===== src/rtl/utf8pt_pkg.sv =====
// Shared types, constants and the code point classifier of the UTF-8 pretokenizer.
package utf8pt_pkg;

    localparam int CP_W = 21;

    // Lead byte patterns
    localparam logic [7:0] LEAD2_MASK = 8'hE0;
    localparam logic [7:0] LEAD2_CODE = 8'hC0;
    localparam logic [7:0] LEAD3_MASK = 8'hF0;
    localparam logic [7:0] LEAD3_CODE = 8'hE0;
    localparam logic [7:0] LEAD4_MASK = 8'hF8;
    localparam logic [7:0] LEAD4_CODE = 8'hF0;

    localparam logic [CP_W-1:0] REPLACEMENT_CP = 21'h00FFFD;

    localparam logic [CP_W-1:0] CJK_LO   = 21'h004E00;
    localparam logic [CP_W-1:0] CJK_HI   = 21'h009FFF;
    localparam logic [CP_W-1:0] KANA_LO  = 21'h003040;
    localparam logic [CP_W-1:0] KANA_HI  = 21'h0030FF;
    localparam logic [CP_W-1:0] CJKA_LO  = 21'h003400;
    localparam logic [CP_W-1:0] CJKA_HI  = 21'h004DBF;
    localparam logic [CP_W-1:0] ASCII_HI = 21'h00007F;

    localparam logic [3:0] MAX_DIGIT_RUN_RESET = 4'd3;

    typedef enum logic [2:0] {
        CLS_DIGIT   = 3'd0,
        CLS_CJK     = 3'd1,
        CLS_NEWLINE = 3'd2,
        CLS_SPACE   = 3'd3,
        CLS_LETTER  = 3'd4,
        CLS_OTHER   = 3'd5,
        CLS_NONE    = 3'd7
    } piece_class_t;

    // One decoded code point passed from the decoder to the piece tracker
    typedef struct packed {
        logic [CP_W-1:0] code_point;
        logic            last;
    } cp_item_t;

    function automatic piece_class_t class_of(input logic [CP_W-1:0] cp);
        piece_class_t k;
        if (cp >= 21'h30 && cp <= 21'h39)
            k = CLS_DIGIT;
        else if ((cp >= CJK_LO && cp <= CJK_HI) || (cp >= KANA_LO && cp <= KANA_HI) ||
                 (cp >= CJKA_LO && cp <= CJKA_HI))
            k = CLS_CJK;
        else if (cp == 21'h0D || cp == 21'h0A)
            k = CLS_NEWLINE;
        else if (cp == 21'h20 || cp == 21'h09)
            k = CLS_SPACE;
        else if ((cp >= 21'h41 && cp <= 21'h5A) || (cp >= 21'h61 && cp <= 21'h7A) ||
                 cp > ASCII_HI)
            k = CLS_LETTER;
        else
            k = CLS_OTHER;
        return k;
    endfunction

endpackage


===== src/rtl/utf8_pretokenizer_boundary_core.sv =====
// Top level of the UTF-8 decoder and pretokenizer boundary marker.
//
// Input stream: one text byte per item in s_tdata, s_tlast on the final byte
// of a text. Output stream: one decoded code point per item in m_tdata, with
// new_piece and the piece class in m_tuser and m_tlast on the final code point.
// Bytes inside a multi-byte sequence give no output item; a lead byte that is
// invalid gives U+FFFD, and a text that ends mid-sequence flushes its partial
// value. After the final code point all decode and piece state is cleared.
// The configuration channel writes max_digit_run (reset value 3); the user
// must write it only while idle, the block itself does not enforce this.
// Bytes are taken one per cycle while s_tready is high. A finished code point
// is written into the decoder queue, then moves into the output register.
// A stalled receiver holds the output register; the queue of QUEUE_DEPTH
// entries keeps taking bytes until it fills, then s_tready drops.
// Reset clears the decoder, the piece state and the queue; no item is held.
module utf8_pretokenizer_boundary_core
    import utf8pt_pkg::*;
#(
    parameter int QUEUE_DEPTH = 2
) (
    input  logic        clk,
    input  logic        rst_n,
    input  logic        s_tvalid,
    output logic        s_tready,
    input  logic [7:0]  s_tdata,   // [7:0] text_byte
    input  logic        s_tlast,   // end_of_text
    output logic        m_tvalid,
    input  logic        m_tready,
    output logic [23:0] m_tdata,   // [20:0] code_point, [23:21] zero
    output logic [3:0]  m_tuser,   // [0] new_piece, [3:1] piece_class
    output logic        m_tlast,   // last_of_text
    input  logic        cfg_valid,
    output logic        cfg_ready,
    input  logic [3:0]  cfg_data
);

    logic            q_push;
    cp_item_t        q_push_item;
    logic            q_full;
    logic            q_pop;
    logic            q_head_valid;
    cp_item_t        q_head_item;
    logic [3:0]      max_digit_run_reg;
    logic [CP_W-1:0] out_cp;
    logic            out_new;
    logic [2:0]      out_class;

    assign cfg_ready = 1'b1;

    always_ff @(posedge clk or negedge rst_n)
    begin
        if (!rst_n)
            max_digit_run_reg <= MAX_DIGIT_RUN_RESET;
        else if (cfg_valid && cfg_ready)
            max_digit_run_reg <= cfg_data;
    end

    utf8pt_front u_front (
        .clk       (clk),
        .rst_n     (rst_n),
        .in_valid  (s_tvalid),
        .in_ready  (s_tready),
        .in_byte   (s_tdata),
        .in_last   (s_tlast),
        .full      (q_full),
        .push      (q_push),
        .push_item (q_push_item)
    );

    utf8pt_queue #(
        .WIDTH ($bits(cp_item_t)),
        .DEPTH (QUEUE_DEPTH)
    ) u_queue (
        .clk        (clk),
        .rst_n      (rst_n),
        .push       (q_push),
        .push_data  (q_push_item),
        .full       (q_full),
        .pop        (q_pop),
        .head_valid (q_head_valid),
        .head_data  (q_head_item)
    );

    utf8pt_back u_back (
        .clk             (clk),
        .rst_n           (rst_n),
        .max_digit_run   (max_digit_run_reg),
        .head_valid      (q_head_valid),
        .head_item       (q_head_item),
        .pop             (q_pop),
        .out_valid       (m_tvalid),
        .out_ready       (m_tready),
        .out_code_point  (out_cp),
        .out_new_piece   (out_new),
        .out_piece_class (out_class),
        .out_last        (m_tlast)
    );

    assign m_tdata = {3'b000, out_cp};
    assign m_tuser = {out_class, out_new};

`ifndef NO_ASSERTIONS
    // The final byte of a text always yields a code point marked last
    a_last_flushes: assert property (@(posedge clk) disable iff (!rst_n)
        s_tvalid && s_tready && s_tlast |-> q_push && q_push_item.last)
        else $error("final byte of text produced no last code point");

    // The decoder never pushes into a full queue
    a_no_overflow: assert property (@(posedge clk) disable iff (!rst_n)
        q_push |-> !q_full)
        else $error("push into full queue");

    // A digit piece only carries ASCII digits
    a_digit_class: assert property (@(posedge clk) disable iff (!rst_n)
        m_tvalid && m_tuser[3:1] == CLS_DIGIT |->
            m_tdata[20:0] >= 21'h30 && m_tdata[20:0] <= 21'h39)
        else $error("digit piece holds a non-digit code point");
`endif

endmodule


===== src/rtl/utf8pt_front.sv =====
// UTF-8 byte decoder: gathers sequences and pushes finished code points.
module utf8pt_front
    import utf8pt_pkg::*;
(
    input  logic     clk,
    input  logic     rst_n,
    input  logic     in_valid,
    output logic     in_ready,
    input  logic [7:0] in_byte,
    input  logic     in_last,
    input  logic     full,
    output logic     push,
    output cp_item_t push_item
);

    logic [1:0]      pending_reg;
    logic [1:0]      pending_next;
    logic [CP_W-1:0] partial_reg;
    logic [CP_W-1:0] partial_next;
    logic [CP_W-1:0] cont_point;
    logic [CP_W-1:0] cp;
    logic            emit;
    logic            accept;

    assign in_ready = !full;
    assign accept   = in_valid && in_ready;
    assign cont_point = {partial_reg[CP_W-7:0], in_byte[5:0]};

    always_comb
    begin
        emit         = 1'b0;
        cp           = '0;
        pending_next = 2'd0;
        partial_next = '0;
        if (pending_reg != 2'd0)
        begin
            if (pending_reg != 2'd1 && !in_last)
            begin
                pending_next = pending_reg - 2'd1;
                partial_next = cont_point;
            end
            else
            begin
                emit = 1'b1;
                cp   = cont_point;
            end
        end
        else if (!in_byte[7])
        begin
            emit = 1'b1;
            cp   = {{(CP_W-8){1'b0}}, in_byte};
        end
        else if ((in_byte & LEAD2_MASK) == LEAD2_CODE)
        begin
            partial_next = {{(CP_W-5){1'b0}}, in_byte[4:0]};
            pending_next = 2'd1;
        end
        else if ((in_byte & LEAD3_MASK) == LEAD3_CODE)
        begin
            partial_next = {{(CP_W-4){1'b0}}, in_byte[3:0]};
            pending_next = 2'd2;
        end
        else if ((in_byte & LEAD4_MASK) == LEAD4_CODE)
        begin
            partial_next = {{(CP_W-3){1'b0}}, in_byte[2:0]};
            pending_next = 2'd3;
        end
        else
        begin
            emit = 1'b1;
            cp   = REPLACEMENT_CP;
        end

        // Flush a lead byte that closes the text as its partial value
        if (pending_reg == 2'd0 && pending_next != 2'd0 && in_last)
        begin
            emit         = 1'b1;
            cp           = partial_next;
            pending_next = 2'd0;
            partial_next = '0;
        end
    end

    assign push                 = accept && emit;
    assign push_item.code_point = cp;
    assign push_item.last       = in_last;

    always_ff @(posedge clk or negedge rst_n)
    begin
        if (!rst_n)
        begin
            pending_reg <= 2'd0;
            partial_reg <= '0;
        end
        else if (accept)
        begin
            pending_reg <= pending_next;
            partial_reg <= partial_next;
        end
    end

endmodule


===== src/rtl/utf8pt_queue.sv =====
// Small register queue between the decoder and the piece tracker.
module utf8pt_queue #(
    parameter int WIDTH = 22,
    parameter int DEPTH = 2
) (
    input  logic             clk,
    input  logic             rst_n,
    input  logic             push,
    input  logic [WIDTH-1:0] push_data,
    output logic             full,
    input  logic             pop,
    output logic             head_valid,
    output logic [WIDTH-1:0] head_data
);

    localparam int PTR_W = (DEPTH > 1) ? $clog2(DEPTH) : 1;
    localparam int CNT_W = $clog2(DEPTH + 1);

    logic [WIDTH-1:0] entry_reg [DEPTH];
    logic [PTR_W-1:0] wr_ptr_reg;
    logic [PTR_W-1:0] rd_ptr_reg;
    logic [CNT_W-1:0] count_reg;
    logic             do_push;
    logic             do_pop;

    assign full       = (count_reg == CNT_W'(DEPTH));
    assign head_valid = (count_reg != '0);
    assign head_data  = entry_reg[rd_ptr_reg];
    assign do_push    = push && !full;
    assign do_pop     = pop && head_valid;

    always_ff @(posedge clk)
    begin
        if (do_push)
            entry_reg[wr_ptr_reg] <= push_data;
    end

    always_ff @(posedge clk or negedge rst_n)
    begin
        if (!rst_n)
        begin
            wr_ptr_reg <= '0;
            rd_ptr_reg <= '0;
            count_reg  <= '0;
        end
        else
        begin
            if (do_push)
                wr_ptr_reg <= (wr_ptr_reg == PTR_W'(DEPTH - 1)) ? '0 : wr_ptr_reg + PTR_W'(1);
            if (do_pop)
                rd_ptr_reg <= (rd_ptr_reg == PTR_W'(DEPTH - 1)) ? '0 : rd_ptr_reg + PTR_W'(1);
            if (do_push && !do_pop)
                count_reg <= count_reg + CNT_W'(1);
            else if (do_pop && !do_push)
                count_reg <= count_reg - CNT_W'(1);
        end
    end

endmodule


===== src/rtl/utf8pt_back.sv =====
// Piece tracker: classes each code point, marks piece starts, holds the output item.
module utf8pt_back
    import utf8pt_pkg::*;
(
    input  logic        clk,
    input  logic        rst_n,
    input  logic [3:0]  max_digit_run,
    input  logic        head_valid,
    input  cp_item_t    head_item,
    output logic        pop,
    output logic        out_valid,
    input  logic        out_ready,
    output logic [CP_W-1:0] out_code_point,
    output logic        out_new_piece,
    output logic [2:0]  out_piece_class,
    output logic        out_last
);

    piece_class_t    class_reg;
    piece_class_t    class_next;
    logic [3:0]      count_reg;
    logic [3:0]      count_next;
    piece_class_t    k;
    logic            join_piece;
    logic            valid_reg;
    logic [CP_W-1:0] cp_reg;
    logic            new_reg;
    piece_class_t    pclass_reg;
    logic            last_reg;

    assign pop = head_valid && (!valid_reg || out_ready);
    assign k   = class_of(head_item.code_point);

    always_comb
    begin
        if (k == CLS_DIGIT)
            join_piece = (class_reg == CLS_DIGIT) && (count_reg < max_digit_run);
        else if (class_reg == CLS_OTHER)
            join_piece = (k == CLS_OTHER) ||
                         (k == CLS_LETTER && head_item.code_point > ASCII_HI);
        else
            join_piece = (class_reg == k);

        class_next = join_piece ? class_reg : k;
        count_next = join_piece ? count_reg : 4'd0;
        if (k == CLS_DIGIT)
            count_next = count_next + 4'd1;
    end

    always_ff @(posedge clk or negedge rst_n)
    begin
        if (!rst_n)
        begin
            class_reg <= CLS_NONE;
            count_reg <= 4'd0;
            valid_reg <= 1'b0;
        end
        else
        begin
            if (pop)
            begin
                // Close the text: the next code point opens a fresh piece
                class_reg <= head_item.last ? CLS_NONE : class_next;
                count_reg <= head_item.last ? 4'd0 : count_next;
                valid_reg <= 1'b1;
            end
            else if (out_ready)
                valid_reg <= 1'b0;
        end
    end

    always_ff @(posedge clk)
    begin
        if (pop)
        begin
            cp_reg     <= head_item.code_point;
            new_reg    <= !join_piece;
            pclass_reg <= class_next;
            last_reg   <= head_item.last;
        end
    end

    assign out_valid       = valid_reg;
    assign out_code_point  = cp_reg;
    assign out_new_piece   = new_reg;
    assign out_piece_class = pclass_reg;
    assign out_last        = last_reg;

endmodule


===== config.mk =====
export PLATFORM = sky130hd
export DESIGN_NAME = utf8_pretokenizer_boundary_core
export DESIGN_NICKNAME = d
export VERILOG_FILES = /design/src/rtl/utf8pt_pkg.sv /design/src/rtl/utf8_pretokenizer_boundary_core.sv /design/src/rtl/utf8pt_front.sv /design/src/rtl/utf8pt_queue.sv /design/src/rtl/utf8pt_back.sv
export SDC_FILE = /design/constraint.sdc
export NUM_CORES = 1
export LEC_CHECK = 0
export BUFFER_PORTS_ARGS = -buffer_cell sky130_fd_sc_hd__buf_2
export CAP_MARGIN = 10
export CORE_MARGIN = 2
export CORE_UTILIZATION = 50
export CTS_BUF_LIST = sky130_fd_sc_hd__clkbuf_4 sky130_fd_sc_hd__clkbuf_8
export CTS_CLUSTER_SIZE = 28
export DETAILED_ROUTE_END_ITERATION = 6
export GPL_ROUTABILITY_DRIVEN = 0
export GPL_TIMING_DRIVEN = 0
export PLACE_DENSITY = 0.72
export SKIP_CTS_REPAIR_TIMING = 1
export SLEW_MARGIN = 30
export SYNTH_ARGS = -nofsm -noshare
export SYNTH_HDL_FRONTEND = slang
export SYNTH_HIERARCHICAL = 1
export SYNTH_SLANG_ARGS = --single-unit

===== constraint.sdc =====
create_clock -name clk -period 3.55 [get_ports clk]
set_input_delay 0.5325 -clock clk [delete_from_list [all_inputs] [get_ports clk]]
set_output_delay 0.5325 -clock clk [all_outputs]
set_load 0.03 [all_outputs]

==> run summary, run 1 <==
Status: finished with violations
Violated checks: setup timing
Dpl hpwl: 6.18 mm
Post-synthesis cell type count: 70
Maximum vdd drop: 0.325 mV
Slew headroom: 49.6%
First-pass GRT wire length: 14.3 mm
Final WS setup: -0.188 ns
Max FO, Critical Path: 8
Dominant cells by area after synthesis: edfxtp_1 44%, dfrtp_1 15%, mux2_2 6.1%, nand2_1 3.6%, dfstp_2 2.7%
Clk_skew: 0.0144 ns
Clk sink count: 103
Ys async rst share: 32.0%
Syn_area_per_cell: 12.5 sq um
Max Buffers Root-to-Sink: 2
DRC: 0
WP data arrival: 4.04 ns
Synth top area share: 43.6%
Hold Vio Cnt, Final: 0
Post-synthesis mux area share: 6.57%
Design area: 5690 sq um
Tcrit/Tclk final: 105%
Vias per cell: 5.42
CP Data Required Time: 3.85 ns
Yosys warning count: 6
Seq/Total Area, Yosys: 60.9%
H-tree Lvls: 3
Clk_lat worst skew: 0.36 ns
Cell leakage power: 2.36 nW
Cell Pwr Density: 833 nW/um^2
# setup viols final: 2
Simple logic cell fraction of the synthesized area: 15.5%
Highest Clock Rate: 268 MHz
Core area: 9280 sq um
Final core utilization: 61.3%
Max reg flops: 44
TritonCTS clock tree: built
Wirelength per Cell: 15.3 um
Synth Register Bits: 103
Post-synth top cells: 70 x edfxtp_1, 46 x nand2_1, 28 x dfrtp_1
CP Capture Type: flip-flop
Area delta synth->final: 18.0%
Adder-Cell Fraction of Synth Area: 1.82%
Max Cap Violations: 0
Compound-cell area share of the yosys netlist: 10.9%
Nets: 478
Die Area: 10400 sq um
Final Max Slew Viols: 0
Die Wd: 102 um
Routed WL: 8.96 mm
Cell Rows: 35
Main combinational cell family by area after synthesis: simple AND/OR/NAND/NOR gates
Inst Count DP: 560
IO Port Bufs: 45
Starting Density: 51.9%
Final min period: 3.74 ns
Top Ports: 50
Synth area leader: edfxtp_1
Global route total overflow: 0
Drt initial violations: 148
Synthesized instance count: 384
Post-Synth XOR/XNOR Area: 0.909%
Critical Path Source Type: flip-flop
Layout Cells excl Fill: 587
Total track usage: 17.9%
Least-Margin Pin Slew: 0.755 ns
DR pass1 iterations: 4
Vias: 3184
Largest net degree at the start of global routing: 34
Post-synth EDFFs: 70
Tightest Hold Check Type: primary input to async pin
Layout cells sized above 1: 34.5%
Placed cell areas: 5280 sq um
Antenna viol nets, final: 0
Post-Syn Area: 4820 sq um
Type of the worst setup path: flip-flop to flip-flop
Diode count: 0
Main synth FF type: edfxtp_1
Most frequent cell after synthesis: edfxtp_1
Die span in y: 102 um
Initial antenna violation count: 0
Vias in the first global route: 3005
RSZ-0062 raised after global routing: yes
Root Buffer: clkbuf_8
Clk slew on worst S/H paths: 0.10 ns
TritonCTS Buffers: 9
==> cell usage in the layout, fill, tap and decap left out, types with 4 or more instances in the layout <==
cell type   n
nor2_1     12
nor2b_1     7
ha_1        6
nand2_1    45
o21ai_0    11
nor4_1      4
dfstp_2     5
inv_1      12
mux2_4      9
dfrtp_1    27
a21o_1     11
mux2_2     17
edfxtp_1   70
nand3_1    15
nor3_1      4
clkbuf_8    9
buf_2      49
and2_1      7
buf_4      17
a21oi_1     6
conb_1      4
nand2b_1    7
o31ai_1     4
a31oi_1     5
==> per-stage QoR <==
stage | hold WS, ns | worst slack [ns] | TNS (ns) | power, mW
6_report | 0.228 | -0.188 | -0.314 | 4.74
5_1_grt | 0.294 | -0.416 | -0.691 | 5.01
4_1_cts | 0.243 | -0.415 | -0.721 | 4.54
3_5_place_dp | 0.449 | -0.385 | -0.666 | 3.80
3_3_place_gp | 0.447 | -0.358 | -0.622 | 3.74
2_1_floorplan | 0.237 | -0.0499 | -0.0499 | 3.33
==> layer usage <==
metal  part of all wire [%]  vias up  global-route usage, %
li1                       -     1548                      -
met1                     46     1535                   24.3
met2                     48       87                   28.6
met3                    4.2       14                   2.60
met4                    1.8        0                   8.31
met5                      0        -                      0
==> report_power, final <==
group / switching, mW / total, mW / internal [mW]
registers: 0.167 / 1.96 / 1.79
clock network: 0.403 / 0.747 / 0.344
logic: 1.25 / 2.03 / 0.786
total: 1.82 / 4.74 / 2.92
==> final timing paths <==
check	start	end	slack [ns]	cells after the start
max	u_queue/rd_ptr_reg$_DFFE_PN0P_	u_back/count_reg[2]$_DFFE_PN0P_	-0.19	16
min	rst_n	u_queue/wr_ptr_reg$_DFFE_PN0N_	0.23	1
max reg2reg	u_queue/rd_ptr_reg$_DFFE_PN0P_	u_back/count_reg[2]$_DFFE_PN0P_	-0.19	16
min reg2reg	u_front/partial_reg[12]$_DFFE_PN0P_	u_front/partial_reg[12]$_DFFE_PN0P_	0.47	2
max in group asynchronous	rst_n	u_queue/rd_ptr_reg$_DFFE_PN0P_	2.80	1
min in group clk	cfg_data[2]	max_digit_run_reg[2]$_DFFE_PN0P_	0.39	2
==> worst max-delay path: stages (launching register included) <==
cell	delay [ns]
dfrtp_2	0.48
buf_8	0.16
buf_4	0.13
mux2_4	0.31
or4bb_1	0.49
or4_4	0.46
nor2_4	0.12
o21bai_4	0.08
nor3_4	0.20
mux2i_4	0.36
a21oi_4	0.11
nor2b_2	0.13
ha_2	0.21
nand2_2	0.06
nor3_1	0.21
a31oi_1	0.06
nand2_1	0.07
==> layout make-up <==
class | instances | area [sq um]
Buffer | 16 | 114
Clock buffer | 10 | 131
Clock inverter | 6 | 73.8
Fill cell | 775 | 3600
Inverter | 13 | 48.8
Multi-Input combinational cell | 253 | 1890
Sequential cell | 103 | 2940
Tap cell | 129 | 161
Timing Repair Buffer | 57 | 337
==> cell families after synthesis <==
logic type	count (synthesis)
fa+ha+maj	7
xor+xnor	5
other cells	2
mux	28
compound gates	70
flops	103
simple gates	139
buf+inv	30
Power figures use the tool's default switching activity.
==> run 2: changes to the inputs <==
Settings changed: ABC_AREA set to 1, CORE_MARGIN 2 to not set.
==> run 2 against run 1 <==
Against the previous run:
- the run now ends clean
- largest power group unchanged
- critical path type unchanged
- sequential power hardly changed
- combinational power is 16% higher
- sequential cell count stayed put
- wire length is 6.6% higher
==> run summary, run 2 <==
DRC: 0 (unchanged)
IO Port Bufs: 45 (unchanged)
Syn_area_per_cell: 9.41 sq um (was 12.5 sq um)
Total track usage: 18.6% (was 17.9%)
Synth top area share: 40.6% (was 43.6%)
First-pass GRT wire length: 15.7 mm (was 14.3 mm)
Design area: 5800 sq um (was 5690 sq um)
Most frequent cell after synthesis: nand2_1 (was edfxtp_1)
Least-Margin Pin Slew: 0.887 ns (was 0.755 ns)
Routed WL: 9.56 mm (was 8.96 mm)
Final Max Slew Viols: 0 (unchanged)
Synthesized instance count: 550 (was 384)
DR pass1 iterations: 5 (was 4)
Root Buffer: clkbuf_8 (unchanged)
Top Ports: 50 (unchanged)
Post-synthesis cell type count: 42 (was 70)
Area occupied by multi-input gates: 1840 sq um (was 1890 sq um)
Final min period: 3.15 ns (was 3.74 ns)
Ys async rst share: 32.0% (unchanged)
Status: completed (was finished with violations)
Diode count: 0 (unchanged)
Fill count: 856 (was 775)
DR WL met3: 476 um (was 373 um)
Vias per cell: 5.12 (was 5.42)
Critical Path Source Type: flip-flop (unchanged)
Reg-to-reg critical path endpoint: u_back/count_reg[1]$_DFFE_PN0P_ (was u_back/count_reg[2]$_DFFE_PN0P_)
Reg-to-Reg Start: u_queue/rd_ptr_reg$_DFFE_PN0P_ (unchanged)
Core area: 9910 sq um (was 9280 sq um)
Cell Pwr Density: 880 nW/um^2 (was 833 nW/um^2)
Max reg flops: 44 (unchanged)
Max Cap Violations: 0 (unchanged)
Global route total overflow: 0 (unchanged)
Clk_skew: 0.0142 ns (was 0.0144 ns)
Slew headroom: 40.8% (was 49.6%)
H-tree Lvls: 3 (unchanged)
Hold Vio Cnt, Final: 0 (unchanged)
Hold Worst Slack: 0.200 ns (was 0.228 ns)
Reg2Reg Depth: 21 (was 16)
Tcrit/Tclk final: 88.7% (was 105%)
Initial antenna violation count: 0 (unchanged)
CP Capture Type: flip-flop (unchanged)
Placed cell areas: 5580 sq um (was 5280 sq um)
Yosys warning count: 6 (unchanged)
Dpl hpwl: 7.07 mm (was 6.18 mm)
Starting Density: 52.2% (was 51.9%)
Die Wd: 104 um (was 102 um)
Post-synth top cells: 154 x nand2_1, 70 x edfxtp_1, 70 x inv_1 (was 70 x edfxtp_1, 46 x nand2_1, 28 x dfrtp_1)
Max Buffers Root-to-Sink: 2 (unchanged)
Reg area: 2930 sq um (was 2940 sq um)
Nets: 633 (was 478)
Synth Register Bits: 103 (unchanged)
Max FO, Critical Path: 10 (was 8)
Clk slew on worst S/H paths: 0.11 ns (was 0.10 ns)
TritonCTS clock tree: built (unchanged)
Highest Clock Rate: 318 MHz (was 268 MHz)
Die Area: 10800 sq um (was 10400 sq um)
Cell leakage power: 2.62 nW (was 2.36 nW)
Tightest Hold Check Type: primary input to async pin (unchanged)
Type of the worst setup path: flip-flop to flip-flop (unchanged)
CP Data Required Time: 3.81 ns (was 3.85 ns)
Seq/Total Area, Yosys: 56.7% (was 60.9%)
Synth area leader: edfxtp_1 (unchanged)
Largest net degree at the start of global routing: 34 (unchanged)
Layout cells sized above 1: 24.0% (was 34.5%)
Post-Syn Area: 5180 sq um (was 4820 sq um)
Metal1 wirelength: 4.23 mm (was 4.12 mm)
# setup viols final: 0 (was 2)
Main synth FF type: edfxtp_1 (unchanged)
Top sig layer: met4 (unchanged)
Clk_lat worst skew: 0.39 ns (was 0.36 ns)
WP data arrival: 3.40 ns (was 4.04 ns)
Die span in y: 104 um (was 102 um)
TritonCTS Buffers: 9 (unchanged)
Post-synth EDFFs: 70 (unchanged)
Leading cell types in the layout, fill and taps excluded: 154 x nand2_1, 70 x edfxtp_1, 69 x inv_1 (was 70 x edfxtp_1, 49 x buf_2, 45 x nand2_1)
RSZ-0062 raised after global routing: no (was yes)
Cell Rows: 36 (was 35)
Vias: 3821 (was 3184)
Wirelength per Cell: 12.8 um (was 15.3 um)
Most common cell after layout, fill and taps aside: nand2_1 (was edfxtp_1)
Area delta synth->final: 12.0% (was 18.0%)
Setup TNS: 0 ns (was -0.314 ns)
Maximum vdd drop: 0.365 mV (was 0.325 mV)
Drt initial violations: 143 (was 148)
Clk sink count: 103 (unchanged)
Vias in the first global route: 3518 (was 3005)
WL met2: 4.60 mm (was 4.31 mm)
Antenna viol nets, final: 0 (unchanged)
R2r setup slk: 0.40 ns (was -0.19 ns)
Dominant cells by area after synthesis: edfxtp_1 41%, dfrtp_1 14%, nand2_1 11%, inv_1 5.1%, nand3_1 3.4% (was edfxtp_1 44%, dfrtp_1 15%, mux2_2 6.1%, nand2_1 3.6%, dfstp_2 2.7%)
run 2: cell count changes after synthesis, sizes merged, moves of 14 or more:
cell,delta
nand3,+24
nand2,+122
nor2,+45
o22ai,+14
mux2,-26
inv,+69
run 2: report_power, final:
part           total [mW]  switching, mW  internal, mW
clock network       0.762          0.421         0.340
registers            1.98          0.124          1.86
logic                2.36           1.73         0.631
total                5.10           2.27          2.83
run 2: area by class of cell:
class                           count  share of cell area, %
Sequential cell                   103                   50.6
Clock buffer                        9                   2.14
Inverter                           82                   5.31
Timing Repair Buffer               45                   3.89
Clock inverter                      7                   1.53
Buffer                             13                   1.83
Tap cell                          133                   2.87
Multi-Input combinational cell    354                   31.8
run 2: worst max path at each step:
stage / from / end / slack (ns) / cells after the start
2_1_floorplan: u_front/pending_reg[0]$_DFFE_PN0P_ / u_queue/entry_reg[1][0]$_DFFE_PP_ / 0.81 / 10
3_3_place_gp: s_tdata[7] / u_queue/entry_reg[1][21]$_DFFE_PP_ / 0.13 / 8
3_5_place_dp: u_queue/rd_ptr_reg$_DFFE_PN0P_ / u_back/count_reg[1]$_DFFE_PN0P_ / 0.50 / 23
4_1_cts: u_queue/rd_ptr_reg$_DFFE_PN0P_ / u_back/count_reg[1]$_DFFE_PN0P_ / 0.43 / 21
5_1_grt: u_queue/rd_ptr_reg$_DFFE_PN0P_ / u_back/count_reg[1]$_DFFE_PN0P_ / 0.06 / 21
6_report: u_queue/rd_ptr_reg$_DFFE_PN0P_ / u_back/count_reg[1]$_DFFE_PN0P_ / 0.40 / 21
run 2: cells by family (layout without fill, tap and decap cells):
family / Yosys count / after routing / share of synthesized area [%]
buf+inv: 95 / 156 / 8.00
fa+ha+maj: 7 / 7 / 1.69
compound gates: 60 / 60 / 8.00
simple gates: 281 / 281 / 25.2
xor+xnor: 2 / 2 / 0.338
flops: 103 / 103 / 56.7
other cells: 2 / 4 / 0.145
run 2: critical path, stage by stage (launching register included):
cell     delay [ns]
dfrtp_1        0.47
inv_2          0.11
buf_6          0.16
nand2_1        0.05
nand2_1        0.17
nor2_2         0.26
nand3_1        0.13
nor3_1         0.21
nand2_1        0.14
nand2_1        0.08
a31oi_1        0.06
nand2_1        0.12
nand2_1        0.05
o21ai_1        0.08
inv_2          0.04
nand2_2        0.09
nand2_4        0.07
nand3_2        0.10
inv_1          0.07
ha_1           0.28
o21ai_0        0.15
o21ai_0        0.12
run 2: through the flow:
stage | instances | total power [mW] | worst slack [ns] | utilization [%]
detailed placement | 730 | 4.36 | 0.497 | 56.4
global route | 746 | 5.46 | 0.0630 | 58.5
finish | 746 | 5.10 | 0.402 | 58.5
global placement | 730 | 4.29 | 0.128 | 56.3
floorplan | 552 | 3.79 | 0.806 | -
CTS | 746 | 5.12 | 0.426 | 58.5
run 2: metal layers:
metal / vias up / track usage [%]
li1: 1906 / -
met1: 1795 / 22.6
met2: 99 / 30.5
met3: 21 / 4.53
met4: 0 / 10.1
met5: - / 0
